**src/rtl/dbd_pkg.sv**
```systemverilog
// ---------------------------------------------------------------------------
// dbd_pkg
// shared constants, types and calendar tables for days_between_dates
// ---------------------------------------------------------------------------
package dbd_pkg;

    localparam int DAY_W      = 5;
    localparam int MONTH_W    = 4;
    localparam int YEAR_W     = 15;
    localparam int DAY_NUM_W  = 24;
    localparam int DIST_W     = 23;
    localparam int SHIFT_YR_W = 16;

    // shift that makes every 15-bit year positive, a multiple of 400
    localparam logic [SHIFT_YR_W-1:0] YEAR_SHIFT = 16'd16400;

    // x / 25 == (x * RECIP_25) >> RECIP_SHIFT, exact for x below 43690
    localparam logic [15:0] RECIP_25    = 16'd41944;
    localparam int          RECIP_SHIFT = 20;

    localparam logic [DIST_W-1:0] DIST_MAX = 23'h7FFFFF;

    localparam logic [MONTH_W-1:0] MONTH_FEB = 4'd2;

    // per-date result handed from the date unit to the top level
    typedef struct packed {
        logic                 ok;
        logic [DAY_NUM_W-1:0] day_num;
    } date_res_t;

    // length of a month in a common year
    function automatic logic [4:0] month_len(input logic [MONTH_W-1:0] m);
        logic [4:0] len;
        case (m) inside
            MONTH_FEB:                 len = 5'd28;
            4'd4, 4'd6, 4'd9, 4'd11:   len = 5'd30;
            default:                   len = 5'd31;
        endcase
        return len;
    endfunction

    // days in the common year before the first of the month
    function automatic logic [8:0] cum_days(input logic [MONTH_W-1:0] m);
        logic [8:0] cum;
        case (m)
            4'd1:    cum = 9'd0;
            4'd2:    cum = 9'd31;
            4'd3:    cum = 9'd59;
            4'd4:    cum = 9'd90;
            4'd5:    cum = 9'd120;
            4'd6:    cum = 9'd151;
            4'd7:    cum = 9'd181;
            4'd8:    cum = 9'd212;
            4'd9:    cum = 9'd243;
            4'd10:   cum = 9'd273;
            4'd11:   cum = 9'd304;
            4'd12:   cum = 9'd334;
            default: cum = 9'd0;
        endcase
        return cum;
    endfunction

endpackage

```
**src/rtl/days_between_dates.sv**
```systemverilog
// ---------------------------------------------------------------------------
// days_between_dates
// distance in days between two gregorian dates; while m_ is not stalled, one date pair per cycle
// ---------------------------------------------------------------------------
// channel  dir  tdata (low bit up)                         tuser
// s_       in   first_day, first_month, first_year,        -
//               second_day, second_month, second_year
// m_       out  day_distance, one zero pad bit             invalid_date
//
// one item per cycle while m_ is not stalled
// four register stages: reciprocal products, leap counts, day numbers,
// distance with saturation; the products set the stage depth
// reset clears the valid bits only, no clearing pass
// a stall on m_ holds the whole pipeline; apart from reset, s_tready falls only then
// ---------------------------------------------------------------------------
module days_between_dates (
    input  logic        aclk,
    input  logic        aresetn,
    input  logic        s_tvalid,
    output logic        s_tready,
    // first_day, first_month, first_year, second_day, second_month, second_year
    input  logic [47:0] s_tdata,
    output logic        m_tvalid,
    input  logic        m_tready,
    // day_distance, zero pad bit
    output logic [23:0] m_tdata,
    // invalid_date
    output logic [0:0]  m_tuser
);
    import dbd_pkg::*;

    logic en;
    logic v1_reg, v2_reg, v3_reg, out_v_reg;

    // pipeline advances unless the output item is stalled
    assign en       = !out_v_reg || m_tready;
    assign s_tready = aresetn && en;

    // valid bits travel alongside the date stages
    always_ff @(posedge aclk) begin
        if (!aresetn) begin
            v1_reg    <= 1'b0;
            v2_reg    <= 1'b0;
            v3_reg    <= 1'b0;
            out_v_reg <= 1'b0;
        end else if (en) begin
            v1_reg    <= s_tvalid;
            v2_reg    <= v1_reg;
            v3_reg    <= v2_reg;
            out_v_reg <= v3_reg;
        end
    end

    // two date units
    date_res_t res_a, res_b;

    dbd_date_num u_date_a (
        .aclk  (aclk),
        .en    (en),
        .day   (s_tdata[4:0]),
        .month (s_tdata[8:5]),
        .year  (signed'(s_tdata[23:9])),
        .res   (res_a)
    );

    dbd_date_num u_date_b (
        .aclk  (aclk),
        .en    (en),
        .day   (s_tdata[28:24]),
        .month (s_tdata[32:29]),
        .year  (signed'(s_tdata[47:33])),
        .res   (res_b)
    );

    // stage 4: absolute difference with saturation, zero for an invalid pair
    logic [DAY_NUM_W-1:0] diff;
    logic [DIST_W-1:0]    dist_next, dist_reg;
    logic                 invalid_next, invalid_reg;

    always_comb begin
        diff = (res_a.day_num > res_b.day_num) ? (res_a.day_num - res_b.day_num)
                                               : (res_b.day_num - res_a.day_num);
        invalid_next = !(res_a.ok && res_b.ok);
        if (invalid_next) begin
            dist_next = '0;
        end else if (diff > DAY_NUM_W'(DIST_MAX)) begin
            dist_next = DIST_MAX;
        end else begin
            dist_next = diff[DIST_W-1:0];
        end
    end

    always_ff @(posedge aclk) begin
        if (en) begin
            dist_reg    <= dist_next;
            invalid_reg <= invalid_next;
        end
    end

    assign m_tvalid = out_v_reg;
    assign m_tdata  = {1'b0, dist_reg};
    assign m_tuser  = invalid_reg;

endmodule

```
**src/rtl/dbd_date_num.sv**
```systemverilog
// ---------------------------------------------------------------------------
// dbd_date_num
// three-stage day number and validity of one date
// ---------------------------------------------------------------------------
module dbd_date_num (
    input  logic                           aclk,
    input  logic                           en,
    input  logic [dbd_pkg::DAY_W-1:0]      day,
    input  logic [dbd_pkg::MONTH_W-1:0]    month,
    input  logic signed [dbd_pkg::YEAR_W-1:0] year,
    output dbd_pkg::date_res_t             res
);
    import dbd_pkg::*;

    // stage 1: shifted year and reciprocal products
    logic [SHIFT_YR_W-1:0] t_next, n_next;
    logic [29:0]           p_n4_next, p_t4_next;
    logic [27:0]           p_n16_next;

    logic [SHIFT_YR_W-1:0] t1_reg, n1_reg;
    logic [29:0]           p_n4_reg, p_t4_reg;
    logic [27:0]           p_n16_reg;
    logic                  pos1_reg, yzero1_reg;
    logic [DAY_W-1:0]      day1_reg;
    logic [MONTH_W-1:0]    month1_reg;

    always_comb begin
        t_next     = SHIFT_YR_W'(signed'(year)) + YEAR_SHIFT;
        n_next     = t_next - 16'd1;
        p_n4_next  = 30'(n_next[15:2]) * 30'(RECIP_25);
        p_t4_next  = 30'(t_next[15:2]) * 30'(RECIP_25);
        p_n16_next = 28'(n_next[15:4]) * 28'(RECIP_25);
    end

    always_ff @(posedge aclk) begin
        if (en) begin
            t1_reg      <= t_next;
            n1_reg      <= n_next;
            p_n4_reg    <= p_n4_next;
            p_t4_reg    <= p_t4_next;
            p_n16_reg   <= p_n16_next;
            pos1_reg    <= !year[YEAR_W-1] && (year != '0);
            yzero1_reg  <= (year == '0);
            day1_reg    <= day;
            month1_reg  <= month;
        end
    end

    // stage 2: leap count, leap flag and year base
    logic [8:0]           q_n100, q_t100;
    logic [6:0]           q_n400;
    logic [13:0]          leaps;
    logic [13:0]          rem_t100;
    logic                 leap_next;
    logic [DAY_NUM_W-1:0] base_next;

    logic [DAY_NUM_W-1:0] base2_reg;
    logic                 leap2_reg, pos2_reg, yzero2_reg;
    logic [DAY_W-1:0]     day2_reg;
    logic [MONTH_W-1:0]   month2_reg;

    always_comb begin
        q_n100    = p_n4_reg[RECIP_SHIFT +: 9];
        q_n400    = p_n16_reg[RECIP_SHIFT +: 7];
        q_t100    = p_t4_reg[RECIP_SHIFT +: 9];
        leaps     = n1_reg[15:2] - 14'(q_n100) + 14'(q_n400) + 14'd1;
        rem_t100  = t1_reg[15:2] - 14'(q_t100) * 14'd25;
        leap_next = (t1_reg[1:0] == 2'd0) && ((rem_t100 != '0) || (q_t100[1:0] == 2'd0));
        base_next = DAY_NUM_W'(t1_reg) * 24'd365 + DAY_NUM_W'(leaps);
    end

    always_ff @(posedge aclk) begin
        if (en) begin
            base2_reg  <= base_next;
            leap2_reg  <= leap_next;
            pos2_reg   <= pos1_reg;
            yzero2_reg <= yzero1_reg;
            day2_reg   <= day1_reg;
            month2_reg <= month1_reg;
        end
    end

    // stage 3: day within year and date check
    logic [DAY_NUM_W-1:0] adj;
    logic                 bump;
    logic [5:0]           len;
    logic                 month_ok;
    date_res_t            res_next, res_reg;

    always_comb begin
        adj      = pos2_reg ? 24'd366 : 24'd0;
        bump     = (month2_reg > MONTH_FEB) && leap2_reg;
        month_ok = (month2_reg >= 4'd1) && (month2_reg <= 4'd12);
        len      = 6'(month_len(month2_reg))
                 + 6'((month2_reg == MONTH_FEB) && leap2_reg);
        res_next.day_num = base2_reg - adj + DAY_NUM_W'(cum_days(month2_reg))
                         + DAY_NUM_W'(day2_reg) - 24'd1 + DAY_NUM_W'(bump);
        res_next.ok      = !yzero2_reg && month_ok && (day2_reg != '0)
                         && (6'(day2_reg) <= len);
    end

    always_ff @(posedge aclk) begin
        if (en) begin
            res_reg <= res_next;
        end
    end

    assign res = res_reg;

endmodule

```
**config.mk**
```make
export PLATFORM = sky130hd
export DESIGN_NAME = days_between_dates
export DESIGN_NICKNAME = d
export VERILOG_FILES = /design/src/rtl/dbd_pkg.sv /design/src/rtl/days_between_dates.sv /design/src/rtl/dbd_date_num.sv
export SDC_FILE = /design/constraint.sdc
export NUM_CORES = 2
export LEC_CHECK = 0
export BUFFER_PORTS_ARGS = -buffer_cell sky130_fd_sc_hd__buf_2
export CAP_MARGIN = 40
export CORE_ASPECT_RATIO = 0.75
export CORE_MARGIN = 1
export CORE_UTILIZATION = 32
export DETAILED_ROUTE_END_ITERATION = 12
export GPL_TIMING_DRIVEN = 0
export PLACE_DENSITY_LB_ADDON = 0.08
export SETUP_SLACK_MARGIN = 0.05
export SYNTH_ARGS = -nofsm -noshare
export SYNTH_HDL_FRONTEND = slang
export SYNTH_SLANG_ARGS = --single-unit
```
**constraint.sdc**
```tcl
create_clock -name aclk -period 13.3 [get_ports aclk]
set_clock_uncertainty 0.05 [all_clocks]
set_input_delay 0.665 -clock aclk [delete_from_list [all_inputs] [get_ports aclk]]
set_output_delay 0.665 -clock aclk [all_outputs]
set_load 0.1 [all_outputs]
```
==> results.sh <==
export IMPL_synth_largest_area_cell="ha_1"
export IMPL_synthArstFlopShare_pct=0
export IMPL_synth_fa_ha_area_share_pct=47.9
export IMPL_hold_viol_final=0
export IMPL_maxCapViolCount=0
export IMPL_grt_pass1_wl_um=173000
export IMPL_first_global_vias=30300
export IMPL_overflow=0
export IMPL_relSlewSlack_pct=38.7
export IMPL_synth_top_family_by_area="adder cells"
export IMPL_port_buffers=74
export IMPL_synthXorXnorAreaFrac_pct=5.94
export IMPL_postRouteAntennaNets=0
export IMPL_final_period_utilization_pct=65.5
export IMPL_ys_flop_type="edfxtp_1"
export IMPL_wl_met3_um=3460
export IMPL_cts_buffers=41
export IMPL_synth_cell_types=90
export IMPL_crit_path_top_delay_cell="xnor2_2"
export IMPL_netlist_instances=4535
export IMPL_critPathMaxFanout=10
export IMPL_fp_dieH_um=327
export IMPL_ys_seq_area_share_pct=19.5
export IMPL_holdBufCountCts=0
export IMPL_wl_met2_um=39400
export IMPL_fmax_mhz=115
export IMPL_cts_num_sinks=300
export IMPL_clk_latency_ps=610
export IMPL_post_place_ws_ps=3990
export IMPL_cts_htree_levels=2
export IMPL_synth_most_common_cell="inv_1"
export IMPL_reg2reg_slack_ps=7170
export IMPL_rsz0062_at_grt="false"
export IMPL_drc=0
export IMPL_ys_ff_latch=300
export IMPL_synthMuxAreaShare_pct=0.635
export IMPL_coreArea_um2=139000
export IMPL_mappedNetlistNets=6019
export IMPL_wl_met1_um=62300
export IMPL_globalplace_congestion=0.828
export IMPL_netlist_area_leader_share_pct=26.5
export IMPL_track_usage_pct=15.4
export IMPL_drv_slew=0
export IMPL_setup_viol=0
export IMPL_status="complete, no violations"
export IMPL_crit_path_frequent_cell="inv_1"
export IMPL_via_count=29200
export IMPL_grt_max_degree=56
export IMPL_viasPerCell=4.43
export IMPL_hold_path_class="in2reg"
export IMPL_wl_per_cell_um=16.2
export IMPL_cp_required_ps=13600
export IMPL_clk_path_buf_depth=3
export IMPL_tightest_slew_ps=914
export IMPL_yosysWarnings=0
export IMPL_area_growth_pct=10.3
export IMPL_cts_tree="built"
export IMPL_antenna_found_initial=5
export IMPL_cts_setup_buffers=0
export IMPL_pin_count=79
export IMPL_synthTopCellsByArea="ha_1, fa_1, edfxtp_1, inv_1, xnor2_1"
export IMPL_synth_edf_count=278
export IMPL_cp_arrival_ps=9010
export IMPL_crit_buf_inv=9
export IMPL_dieArea_um2=142000
export IMPL_synth_area_per_cell_um2=9.91
export IMPL_nNetsFinal=6173
export IMPL_die_w_um=435
export IMPL_drt_total_wl_um=106000
export IMPL_syn_area_um2=45000
export IMPL_min_period_ps=8710
export IMPL_synth_compound_area_share_pct=9.12
export IMPL_drtPass1Iterations=5
export IMPL_drt_initial_drc_count=1294
export IMPL_path_class="in2reg"
export IMPL_start_util_pct=32.4
export IMPL_cpLargestDelayFamily="adder cells"
export IMPL_synth_common_cells="inv_1, ha_1, fa_1"
export IMPL_std_cell_rows=118
export IMPL_critPathLaunchType="input pin"
export IMPL_drive_gt1_share_pct=5.70
export IMPL_fin_util_pct=35.7
export IMPL_dp_hpwl_um=93300
export IMPL_postCtsResizedCells=0
export IMPL_clk_pin_slew_ps=50
export IMPL_dr_max_layer_used="met4"
export IMPL_yosys_area_share_simple_pct=5.86
export IMPL_fin_ws_ps=4590
export IMPL_endpoint_kind="flip-flop"
export IMPL_critPathMaxStageDelay_ps=680
export IMPL_cts_root_buf="clkbuf_16"
==> layout make-up <==
cell class	count	area (um2)
Tap cell	1860	2330
Timing Repair Buffer	111	807
Buffer	37	186
Clock buffer	51	1160
Fill cell	14300	89200
Sequential cell	300	8790
Clock inverter	25	231
Inverter	1270	4770
Multi-Input combinational cell	2928	31300
Antenna cell	1	2.50
==> cells by family (layout without fill, tap and decap cells) <==
group | after synthesis | after routing
AO/OA/AOI/OAI | 623 | 623
AND/OR/NAND/NOR | 547 | 547
buffers and inverters | 1307 | 1494
multiplexers | 28 | 28
XOR/XNOR | 297 | 297
flip-flops | 300 | 300
other | 1 | 2
adder cells (fa/ha/maj) | 1432 | 1432
==> cell usage in the layout, fill, tap and decap left out, types with 22 or more instances in the layout <==
cell type	n
nor2_1	150
o21a_1	33
buf_2	92
nor2b_1	29
nor3_1	51
o21ai_0	99
nand4_1	24
ha_1	951
a31oi_1	27
xor2_1	73
fa_1	481
a21oi_1	206
a21o_1	79
inv_1	1265
clkbuf_16	44
edfxtp_1	278
nand2_1	140
nand3_1	44
mux2i_1	24
o21bai_1	35
dfxtp_1	22
xnor2_1	202
==> per-stage QoR <==
step | setup TNS [ps] | cell area (um2) | hold slack, ps | std cells
5_1_grt | 0 | 49600 | 129 | 6583
3_3_place_gp | -554430 | 47700 | 354 | 6469
2_1_floorplan | 0 | 45000 | 350 | 4535
3_5_place_dp | 0 | 48200 | 355 | 6505
4_1_cts | 0 | 49600 | 118 | 6581
6_report | 0 | 49600 | 185 | 6583
==> metal layers <==
metal  vias to the layer above  track usage, %
li1                      15000               -
met1                     13800            25.7
met2                       287            20.9
met3                        66            1.91
met4                         0            2.30
met5                         -               0
==> final timing paths <==
kind | startpoint | cells past startpoint | endpoint
min | s_tdata[1] | 1 | u_date_a.day1_reg[1]
max | s_tdata[13] | 34 | u_date_a.p_n16_reg[26]
min reg2reg | u_date_b.day1_reg[2] | 0 | u_date_b.day2_reg[2]
max reg2reg | u_date_b.p_n16_reg[22] | 25 | u_date_b.base2_reg[23]
Power is not shown: default switching activity piles up to over one toggle a cycle in this logic, so the estimate is an artifact.
